## config.mk

```make
export PLATFORM = sky130hd
export DESIGN_NAME = rotary_encoder_key_decoder
export DESIGN_NICKNAME = d
export VERILOG_FILES = /design/src/rtl/rekd_pkg.sv /design/src/rtl/rekd_step.sv /design/src/rtl/rekd_outbuf.sv /design/src/rtl/rotary_encoder_key_decoder.sv
export SDC_FILE = /design/constraint.sdc
export NUM_CORES = 1
export LEC_CHECK = 0
export BUFFER_PORTS_ARGS = -buffer_cell sky130_fd_sc_hd__buf_4
export CORE_ASPECT_RATIO = 0.6
export CORE_MARGIN = 10
export CORE_UTILIZATION = 57
export DETAILED_ROUTE_END_ITERATION = 6
export PLACE_DENSITY = 0.76
export REMOVE_ABC_BUFFERS = 1
export SETUP_SLACK_MARGIN = 0.02
export SLEW_MARGIN = 20
export SYNTH_ARGS = -nofsm -noshare
export SYNTH_HDL_FRONTEND = slang
export SYNTH_SLANG_ARGS = --single-unit
```

## constraint.sdc

```tcl
create_clock -name aclk -period 10.2 [get_ports aclk]
set_input_delay 2.04 -clock aclk [delete_from_list [all_inputs] [get_ports aclk]]
set_output_delay 2.04 -clock aclk [all_outputs]
set_load 0.005 [all_outputs]
```

## src/rtl/rekd_pkg.sv

```systemverilog
package rekd_pkg;

    localparam logic [2:0] KEY_RIGHT = 3'd0;
    localparam logic [2:0] KEY_LEFT  = 3'd1;
    localparam logic [2:0] KEY_UP    = 3'd2;
    localparam logic [2:0] KEY_DOWN  = 3'd3;
    localparam logic [2:0] KEY_ENTER = 3'd4;

    localparam logic [1:0] REG_STEPS_PER_DETENT = 2'd0;
    localparam logic [1:0] REG_DEBOUNCE_MS      = 2'd1;
    localparam logic [1:0] REG_LONG_PRESS_MS    = 2'd2;
    localparam logic [1:0] REG_RESULT_CAPACITY  = 2'd3;

    localparam logic [2:0]  STEPS_RESET      = 3'd4;
    localparam logic [15:0] DEBOUNCE_RESET   = 16'd30;
    localparam logic [15:0] LONG_PRESS_RESET = 16'd500;
    localparam logic [1:0]  CAPACITY_RESET   = 2'd2;

    // quadrature step per {previous ab, current ab}
    localparam logic signed [1:0] QUAD_DELTA [16] = '{
        2'sd0,  -2'sd1, 2'sd1,  2'sd0,
        2'sd1,  2'sd0,  2'sd0,  -2'sd1,
        -2'sd1, 2'sd0,  2'sd0,  2'sd1,
        2'sd0,  2'sd1,  -2'sd1, 2'sd0
    };

    typedef struct packed {
        logic [2:0]  steps_per_detent;
        logic [15:0] debounce_ms;
        logic [15:0] long_press_ms;
        logic [1:0]  result_capacity;
    } cfg_t;

    typedef struct packed {
        logic               primed;
        logic [1:0]         previous_ab;
        logic signed [3:0]  detent_accumulator;
        logic               adjust_mode;
        logic               raw_pressed_seen;
        logic               stable_pressed;
        logic [31:0]        level_change_time;
        logic               long_press_sent;
    } state_t;

    typedef struct packed {
        logic [1:0]       count;
        logic [1:0][2:0]  keys;
    } result_t;

endpackage

```

## src/rtl/rekd_step.sv

```systemverilog
module rekd_step (
    input  rekd_pkg::cfg_t    cfg,
    input  rekd_pkg::state_t  state,
    input  logic [1:0]        quad_ab,
    input  logic              button_down,
    input  logic [31:0]       time_ms,
    output rekd_pkg::state_t  state_next,
    output rekd_pkg::result_t result
);

    logic [1:0]         cap;
    logic [2:0]         steps;
    logic signed [4:0]  stp;
    logic signed [4:0]  sum;
    logic signed [4:0]  acc;
    logic [1:0]         cnt;
    logic signed [1:0]  delta;
    logic [31:0]        elapsed;
    logic [31:0]        held;
    logic [2:0]         up_key;
    logic [2:0]         dn_key;

    assign cap   = (cfg.result_capacity == 2'd3) ? 2'd2 : cfg.result_capacity;
    assign steps = (cfg.steps_per_detent == 3'd0) ? 3'd1 : cfg.steps_per_detent;
    assign stp   = signed'({2'b00, steps});
    assign delta = rekd_pkg::QUAD_DELTA[{state.previous_ab, quad_ab}];
    assign sum   = {state.detent_accumulator[3], state.detent_accumulator}
                 + {{3{delta[1]}}, delta};
    assign up_key = state.adjust_mode ? rekd_pkg::KEY_UP : rekd_pkg::KEY_RIGHT;
    assign dn_key = state.adjust_mode ? rekd_pkg::KEY_DOWN : rekd_pkg::KEY_LEFT;
    assign elapsed = time_ms - state.level_change_time;

    always_comb begin
        state_next = state;
        result     = '0;
        cnt        = 2'd0;
        acc        = 5'sd0;
        held       = '0;
        if (cap != 2'd0) begin
            if (!state.primed) begin
                state_next.primed             = 1'b1;
                state_next.previous_ab        = quad_ab;
                state_next.detent_accumulator = 4'sd0;
                state_next.raw_pressed_seen   = button_down;
                state_next.stable_pressed     = button_down;
                state_next.level_change_time  = time_ms;
                state_next.long_press_sent    = 1'b0;
            end else begin
                state_next.previous_ab = quad_ab;
                if (sum > 5'sd7) begin
                    acc = 5'sd7;
                end else if (sum < -5'sd8) begin
                    acc = -5'sd8;
                end else begin
                    acc = sum;
                end
                for (int i = 0; i < 2; i++) begin
                    if (acc >= stp && cnt < cap) begin
                        acc = acc - stp;
                        result.keys[cnt[0]] = up_key;
                        cnt = cnt + 2'd1;
                    end
                end
                for (int i = 0; i < 2; i++) begin
                    if (acc <= -stp && cnt < cap) begin
                        acc = acc + stp;
                        result.keys[cnt[0]] = dn_key;
                        cnt = cnt + 2'd1;
                    end
                end
                state_next.detent_accumulator = acc[3:0];

                if (button_down != state.raw_pressed_seen) begin
                    state_next.raw_pressed_seen  = button_down;
                    state_next.level_change_time = time_ms;
                end else if (elapsed >= {16'd0, cfg.debounce_ms}
                             && state.stable_pressed != state.raw_pressed_seen) begin
                    state_next.stable_pressed = state.raw_pressed_seen;
                    if (state.raw_pressed_seen) begin
                        state_next.long_press_sent = 1'b0;
                    end else if (!state.long_press_sent && cnt < cap) begin
                        state_next.adjust_mode = !state.adjust_mode;
                    end
                end

                held = time_ms - state_next.level_change_time;
                // enter fires once per held press
                if (state_next.stable_pressed && !state_next.long_press_sent
                    && held >= {16'd0, cfg.long_press_ms} && cnt < cap) begin
                    state_next.long_press_sent = 1'b1;
                    result.keys[cnt[0]] = rekd_pkg::KEY_ENTER;
                    cnt = cnt + 2'd1;
                end
            end
        end
        result.count = cnt;
    end

endmodule

```

## src/rtl/rekd_outbuf.sv

```systemverilog
module rekd_outbuf (
    input  logic               aclk,
    input  logic               aresetn,
    input  logic               load,
    input  rekd_pkg::result_t  result,
    output logic               free,
    output logic               m_tvalid,
    input  logic               m_tready,
    output logic [7:0]         m_tdata,    // [2:0] key_code, [7:3] zero
    output logic               m_tlast     // last_of_run
);

    logic [1:0]       rem_reg, rem_next;
    logic             pos_reg, pos_next;
    logic [1:0][2:0]  keys_reg, keys_next;
    logic             take;

    assign m_tvalid = (rem_reg != 2'd0);
    assign take     = m_tvalid && m_tready;
    assign free     = (rem_reg == 2'd0) || (rem_reg == 2'd1 && m_tready);
    assign m_tdata  = {5'd0, keys_reg[pos_reg]};
    assign m_tlast  = (rem_reg == 2'd1);

    always_comb begin
        rem_next  = rem_reg;
        pos_next  = pos_reg;
        keys_next = keys_reg;
        if (load) begin
            rem_next  = result.count;
            pos_next  = 1'b0;
            keys_next = result.keys;
        end else if (take) begin
            rem_next = rem_reg - 2'd1;
            pos_next = 1'b1;
        end
    end

    always_ff @(posedge aclk) begin
        if (!aresetn) begin
            rem_reg <= 2'd0;
            pos_reg <= 1'b0;
        end else begin
            rem_reg <= rem_next;
            pos_reg <= pos_next;
        end
        keys_reg <= keys_next;
    end

endmodule

```

## src/rtl/rotary_encoder_key_decoder.sv

```systemverilog
// channel   ports                     fields (low bit first)
// input     s_tvalid/s_tready/s_tdata quad_ab[1:0], button_down[2], time_ms[34:3]
// result    m_tvalid/m_tready/m_tdata key_code[2:0]; last_of_run on m_tlast
// config    cfg_wr_en/cfg_addr/cfg_wdata  index 0..3, data 16 bits
//
// first key shows when its sample moves from input register into result buffer
// a sample giving at most one key is taken every cycle while m_tready is high;
// two keys hold the result buffer until both go out; the input register waits
// sync active-low reset restores register defaults and clears control state
// a stall on m_tready backs up through the buffer to s_tready
module rotary_encoder_key_decoder (
    input  logic        aclk,
    input  logic        aresetn,
    input  logic        s_tvalid,
    output logic        s_tready,
    input  logic [39:0] s_tdata,    // quad_ab, button_down, time_ms, zero pad
    output logic        m_tvalid,
    input  logic        m_tready,
    output logic [7:0]  m_tdata,    // key_code, zero pad
    output logic        m_tlast,
    input  logic        cfg_wr_en,
    input  logic [1:0]  cfg_addr,
    input  logic [15:0] cfg_wdata
);

    rekd_pkg::cfg_t     cfg_reg;
    rekd_pkg::state_t   state_reg;
    rekd_pkg::state_t   state_next;
    rekd_pkg::result_t  result;
    logic               in_valid_reg;
    logic [1:0]         in_ab_reg;
    logic               in_btn_reg;
    logic [31:0]        in_time_reg;
    logic               free;
    logic               adv;

    assign adv      = in_valid_reg && free;
    assign s_tready = !in_valid_reg || adv;

    always_ff @(posedge aclk) begin
        if (!aresetn) begin
            cfg_reg.steps_per_detent <= rekd_pkg::STEPS_RESET;
            cfg_reg.debounce_ms      <= rekd_pkg::DEBOUNCE_RESET;
            cfg_reg.long_press_ms    <= rekd_pkg::LONG_PRESS_RESET;
            cfg_reg.result_capacity  <= rekd_pkg::CAPACITY_RESET;
        end else if (cfg_wr_en) begin
            unique case (cfg_addr)
                rekd_pkg::REG_STEPS_PER_DETENT: cfg_reg.steps_per_detent <= cfg_wdata[2:0];
                rekd_pkg::REG_DEBOUNCE_MS:      cfg_reg.debounce_ms      <= cfg_wdata;
                rekd_pkg::REG_LONG_PRESS_MS:    cfg_reg.long_press_ms    <= cfg_wdata;
                rekd_pkg::REG_RESULT_CAPACITY:  cfg_reg.result_capacity  <= cfg_wdata[1:0];
                default: ;
            endcase
        end
    end

    always_ff @(posedge aclk) begin
        if (!aresetn) begin
            in_valid_reg <= 1'b0;
            state_reg    <= '0;
        end else begin
            if (s_tready) begin
                in_valid_reg <= s_tvalid;
            end
            if (adv) begin
                state_reg <= state_next;
            end
        end
        if (s_tready && s_tvalid) begin
            in_ab_reg   <= s_tdata[1:0];
            in_btn_reg  <= s_tdata[2];
            in_time_reg <= s_tdata[34:3];
        end
    end

    rekd_step u_step (
        .cfg         (cfg_reg),
        .state       (state_reg),
        .quad_ab     (in_ab_reg),
        .button_down (in_btn_reg),
        .time_ms     (in_time_reg),
        .state_next  (state_next),
        .result      (result)
    );

    rekd_outbuf u_outbuf (
        .aclk     (aclk),
        .aresetn  (aresetn),
        .load     (adv),
        .result   (result),
        .free     (free),
        .m_tvalid (m_tvalid),
        .m_tready (m_tready),
        .m_tdata  (m_tdata),
        .m_tlast  (m_tlast)
    );

endmodule

```

* Yosys cells after proc, flatten, opt, wreduce, memory -nomap -nowiden
Memories as Yosys holds them, arrays and structs flattened.
Index checks and enable logic that the tools add are counted.
** Storage, ports and cells
- Flip-flop bits (word level) :: 125
- Output and inout bits :: 11
- Memories kept :: 1
- ROM bits :: 32
** Memories
- (no name shown) :: words 16, width 2, read ports 1, clocked after Yosys merged registers in 0, write ports 0, RTL line rekd_step.sv:26 : assign delta = rekd_pkg::QUAD_DELTA[{state.previous_ab, quad_ab}];
** Operators by class
- Reduce and logical (&&, ||, !) cells :: 38
- Add/subtract/negate cells :: 13
- Equal/unequal tests :: 8
- $lt $le $gt $ge :: 23
- Bitwise operators :: 7
- Mux-type cells :: 79
** Operators with widths (count)
- $mux W32 :: 3
- $mux W5 :: 13
- $ge A32 B16 Y1 :: 2
- $sub A32 B32 Y32 :: 2
- $mux W6 :: 10
- $mux W2 :: 21
- $mux W35 :: 1
- $mux W3 :: 10
- $bwmux W6 :: 3
- $logic_and A1 B1 Y1 :: 17
- $demux W3 S1 :: 4
- $mux W1 :: 12
- $reduce_and A2 Y1 :: 6
- $ge A5 B4 Y1 :: 2
- $le A5 B5 Y1 :: 2
- $lt A1 B2 Y1 const B :: 5
- $sub A5 B4 Y5 :: 2
- $add A2 B1 Y2 const B :: 4
- $lt A2 B2 Y1 :: 4
- $mux W4 :: 2
- $reduce_and A7 Y1 :: 1
- $eq A2 B2 Y1 const B :: 3
- $reduce_bool A2 Y1 :: 3
- $add A4 B2 Y5 :: 1
- other kinds (23) :: 35

* Logic depth before layout (Yosys ltp)
- Depth after elaboration :: 37
- Mapped depth :: 51

* Cells and area by module
From an unflattened synthesis, not the netlist that was laid out.
** Unflattened totals
- Cell total of the unflattened synthesis :: 1481
- Area, all modules :: 12049.1 sq um
** By module, submodules not included
- rekd_step :: area each 7108.1 sq um, cells each 1059, instances 1, sequential area each 0.0 sq um
- rotary_encoder_key_decoder :: area each 4509.3 sq um, cells each 387, instances 1, sequential area each 2672.6 sq um
- rekd_outbuf :: area each 431.7 sq um, cells each 35, instances 1, sequential area each 240.2 sq um

* Worst setup path after synthesis
Ideal clock, no wire load.
- Path type :: reg-to-reg
- Start point :: reg in_ab_reg[0]
- End point :: reg u_outbuf.keys_reg[0] in the netlist's numbering (data pin)
- Arrival :: 10035 ps
- Stages on the path, launching flop included :: 46
- Setup slack :: -124 ps
- Setup time :: 288 ps
- Path buffers :: 1
- Required time :: 9912 ps
- Cell sequence :: edfxtp_1 inv_1 ha_1 mux4_2 ha_1 or3b_1 o22a_1 o21ai_0 and2_1 ha_1 or3b_2 a21oi_1 nor3_1 inv_1 mux2_2 ha_1 nand2b_1 a21o_1 [10 not listed] a21oi_1 inv_1 mux2_2 ha_1 nor2b_1 o21a_1 o21ai_0 a21oi_1 a211oi_1 nand2_1 xnor2_1 ha_1 inv_1 a31oi_1 nor3b_1 o41a_1 and4_1 o32ai_1
** On the way
- Longest elaborated chain between the ends :: 37
- Elaborated cells between the ends (all ways) :: 89
- Those cells by class :: 7 x add/sub; 18 x order compare; 51 x mux; 3 x bitwise; 9 x reduce/logical; 1 x memory
** Ends and longest elaborated chain
- start, declared :: RTL line rotary_encoder_key_decoder.sv:31 : logic [1:0] in_ab_reg;
- start signal, assigned :: RTL line rotary_encoder_key_decoder.sv:70 : in_ab_reg <= s_tdata[1:0];
- $not A4 Y5 (implied by the code) * :: RTL line rekd_step.sv:26
- $mem_v2 Z16 W2 *
- $mux W2 (implied by the code) * (2 in series) :: RTL line rekd_step.sv:26
- $add A4 B2 Y5 * :: RTL line rekd_step.sv:28 : + {{3{delta[1]}}, delta};
- $lt A5 B4 Y1 :: RTL line rekd_step.sv:52 : end else if (sum < -5'sd8) begin
- $mux W5 :: RTL line rekd_step.sv:52
- $mux W5 * :: RTL line rekd_step.sv:50 : if (sum > 5'sd7) begin
- $mux W5 * :: RTL line rekd_step.sv:40 : if (!state.primed) begin
- [20 not listed]
- $mux W2 :: RTL line rekd_step.sv:39 : if (cap != 2'd0) begin
- $lt A1 B2 Y1 (implied by the code) / $ge A1 B1 Y1 (equally long branches) :: RTL line rekd_step.sv:91 : result.keys[cnt[0]] = rekd_pkg::KEY_ENTER;
- $logic_and A1 B1 Y1 (implied by the code) :: RTL line rekd_step.sv:91
- $mux W3 (implied by the code) :: RTL line rekd_step.sv:91
- $demux W3 S1
- $not A4 Y4 (no line)
- $and A4 B4 Y4 (no line)
- $mux W6 * :: RTL line rekd_step.sv:88 : if (state_next.stable_pressed && !state_next.long_press_sent
- end signal, assigned :: RTL line rekd_outbuf.sv:46 : keys_reg <= keys_next;
- end, declared :: RTL line rekd_outbuf.sv:15 : logic [1:0][2:0] keys_reg, keys_next;
Every way passes the cells marked *; elsewhere a longest branch is shown, timed or not. The select of a mux whose other input is x is not followed.
A chain may end at the register's enable or synchronous reset.

* Final worst setup path
Ends and elaborated chain as after synthesis.

==> run metrics <==
Via density 6.25; Post-Layout Cell Count 1,756; Peak VDD IR 0.267 mV; combinational group share of total power 73.2%; top post-synthesis cells by area ha_1, dfxtp_1, edfxtp_1; die width 202 um; met2 Use GR 36.2%; mux cell area share after synthesis 5.27%; power consumption 4.61 mW; fin util 66.8%; xor-xnor portion of the synthesized cell area 3.84%; Syn Inst Count 1,411; Detail Route Antenna Nets 0; sequential area share after synthesis 25.6%; Int Pwr 2.35 mW; layout cell share with drive strength beyond 1 12.2%; vias post-DR 11,000; max reg flops 43; Max Freq 101 MHz; clock transition at the registers of the reported paths 0.07 ns; Setup Crit Path Kind register to register; clock network latency to the later pin of the worst-skew pair 0.44 ns; Post-Synth Adder-Cell Area 16.4%; n_diodes 0; Max Root-Sink Buffers 2; Buffers on Ports 63; Post-DP Area 12,100 sq um; Critical Path Fanout Max 6; H-tree Lvls 4; Leakage Power 5.29 nW; Slew @ Worst Pin 0.984 ns; grt peak-use layer met1; most common cell after layout, fill and taps aside nand2_1; Setup Skew 0.0165 ns; Unique masters post-synth 90; Design Area, Final 12,900 sq um; DRT iter0 DRCs 988; largest net degree at the start of global routing 49; CP Data Arrival Time 10.04 ns; clk sinks 125; ys async rst share 0%; number of synthesized flops with an enable pin 41; Post-Syn Area 11,400 sq um; num rows 39; yosys warns 0; CTS tree built; Slew headroom 34.4%; Initial Util 58.9%; DRC viols 0; CP endpoint kind register; Sw Ratio 49.2%; CP startpoint kind register; Critical Path Max Stage Delay 0.57 ns; Clock power frac 13.0%; # nets final 1,685; initial antenna violation count 0; Hold Buf Count CTS 0; Most Frequent Cell on Critical Path ha_1; register bit total from synthesis 125; Post-Route WL 34,500 um; slowest CP cell mux4_2; dominant synthesized flop cell dfxtp_1; switching pwr 2.27 mW; die area 26,200 sq um; routed len/inst 19.6 um; gp weighted congestion 0.997; P&R area growth vs syn 13.4%; setup violators final 0; met3 Usage GRT 7.69%; Avg Inst Size Synth 8.07 sq um; remaining global-route overflow 0; Post-Synth Simple-Gate Area 19.8%; DP HPWL 26,900 um; area share of the largest cell type after synthesis 15.2%; Reg power frac 13.8%; GRT Total Usage 25.9%; fin crit period 9.87 ns; unrepaired setup endpoints after global routing no; commonest non-fill, non-tap cells in the layout nand2_1, a21oi_1, ha_1; GR Util met1 37.7%; Yosys top cell by area ha_1; vias in the first global route 10,400; final hold viol count 0; max_cap viols 0; first-pass GRT wire length 54,800 um; Top-Level Pins 74; Pwr per Cell Area 357 nW/um^2; Final period util 96.7%; DP Cell Count 1,712; TritonCTS Buffers 17; CP Data Required Time 10.38 ns; max-slew violation count 0; total core area 19,300 sq um; root buf cell clkbuf_16; drt first pass iters 7; status finished, final reports clean; largest family of logic cells by synthesized area compound AO/OA/AOI/OAI gates; worst hold path type register to register; Synth Area in Compound Gates 23.6%; Die H 129 um
what timing repair did:
action / in CTS / in global routing
gates resized for setup: 4 / 28
buffers inserted: 6 / 6
setup endpoints to repair: 10 / 10
pin swaps: 1 / 11
per-stage QoR:
stage	setup slack [ns]	hold WS (ns)	setup TNS, ns
floorplan	-0.0588	0.436	-0.159
global placement	0.0856	0.444	0
detailed placement	-0.275	0.446	-1.53
CTS	0.0301	0.456	0
global route	0.00359	0.472	0
finish	0.335	0.457	0
synth_stat cells (9+ instances only):
master    count
a211oi_1     20
o21ai_1      11
and3_1       10
nor3b_1      11
edfxtp_1     41
a21o_1       30
o21a_1       14
o21bai_1     10
mux2i_1      42
nand2_1     206
o211ai_1     23
nor2_1       62
nand4_1      14
nand3_1      34
nor3_1       24
a31oi_1      13
inv_1       113
nand2b_1     19
dfxtp_1      84
a21oi_1     147
or3_1         9
o21ai_0      57
xnor2_1      30
mux2_2       12
and2_1       11
nor2b_1      16
clkbuf_1     30
ha_1        138
xor2_1       20
worst max-delay path, delay by kind of cell (launching register included):
kind	cells	cell delay [ns]
AO/OA/AOI/OAI	15	2.82
XOR/XNOR	1	0.15
adder cells (fa/ha/maj)	7	1.90
buffers and inverters	5	0.47
flip-flops	1	0.41
multiplexers	4	1.45
AND/OR/NAND/NOR	12	2.42
power groups by stage:
| stage | clock network [mW] | registers, mW | logic, mW |
|---|---|---|---|
| after floorplan | 0 | 0.629 | 2.14 |
| after global placement | 0 | 0.642 | 2.88 |
| after detailed placement | 0 | 0.645 | 2.97 |
| after CTS | 0.606 | 0.635 | 3.08 |
| after global routing | 0.630 | 0.644 | 3.67 |
| final | 0.599 | 0.637 | 3.38 |
metal layers:
layer  vias to the layer above  wire length (um)
li1                       5265                 -
met2                       501             13600
met3                        40              3730
met5                         -                 0
met4                         0               586
met1                      5174             16500
final timing paths:
check	start	end	slack, ns	cells after the start
worst min register to register	cfg_reg[27]$_SDFFE_PN0P_	cfg_reg[27]$_SDFFE_PN0P_	0.46	2
worst min-delay path	cfg_reg[27]$_SDFFE_PN0P_	cfg_reg[27]$_SDFFE_PN0P_	0.46	2
worst max register to register	in_ab_reg[0]$_DFFE_PP_	u_outbuf.keys_reg[0]$_SDFFCE_PN0P_	0.33	44
worst max-delay path	in_ab_reg[0]$_DFFE_PP_	u_outbuf.keys_reg[0]$_SDFFCE_PN0P_	0.33	44
layout make-up:
type,instances,area (sq um)
inverter,113,427
tap,266,333
timing repair buffer,89,668
sequential,125,2910
multi-input combinational,1131,8010
clock buffer,18,450
fill,1647,6410
clock inverter,14,118
logic make-up after synthesis:
group / count (synthesis)
compound gates: 412
xor+xnor: 50
fa+ha+maj: 145
buf+inv: 160
flops: 125
mux: 57
other cells: 1
simple gates: 461
No activity file was read; power rests on OpenSTA's default activity.
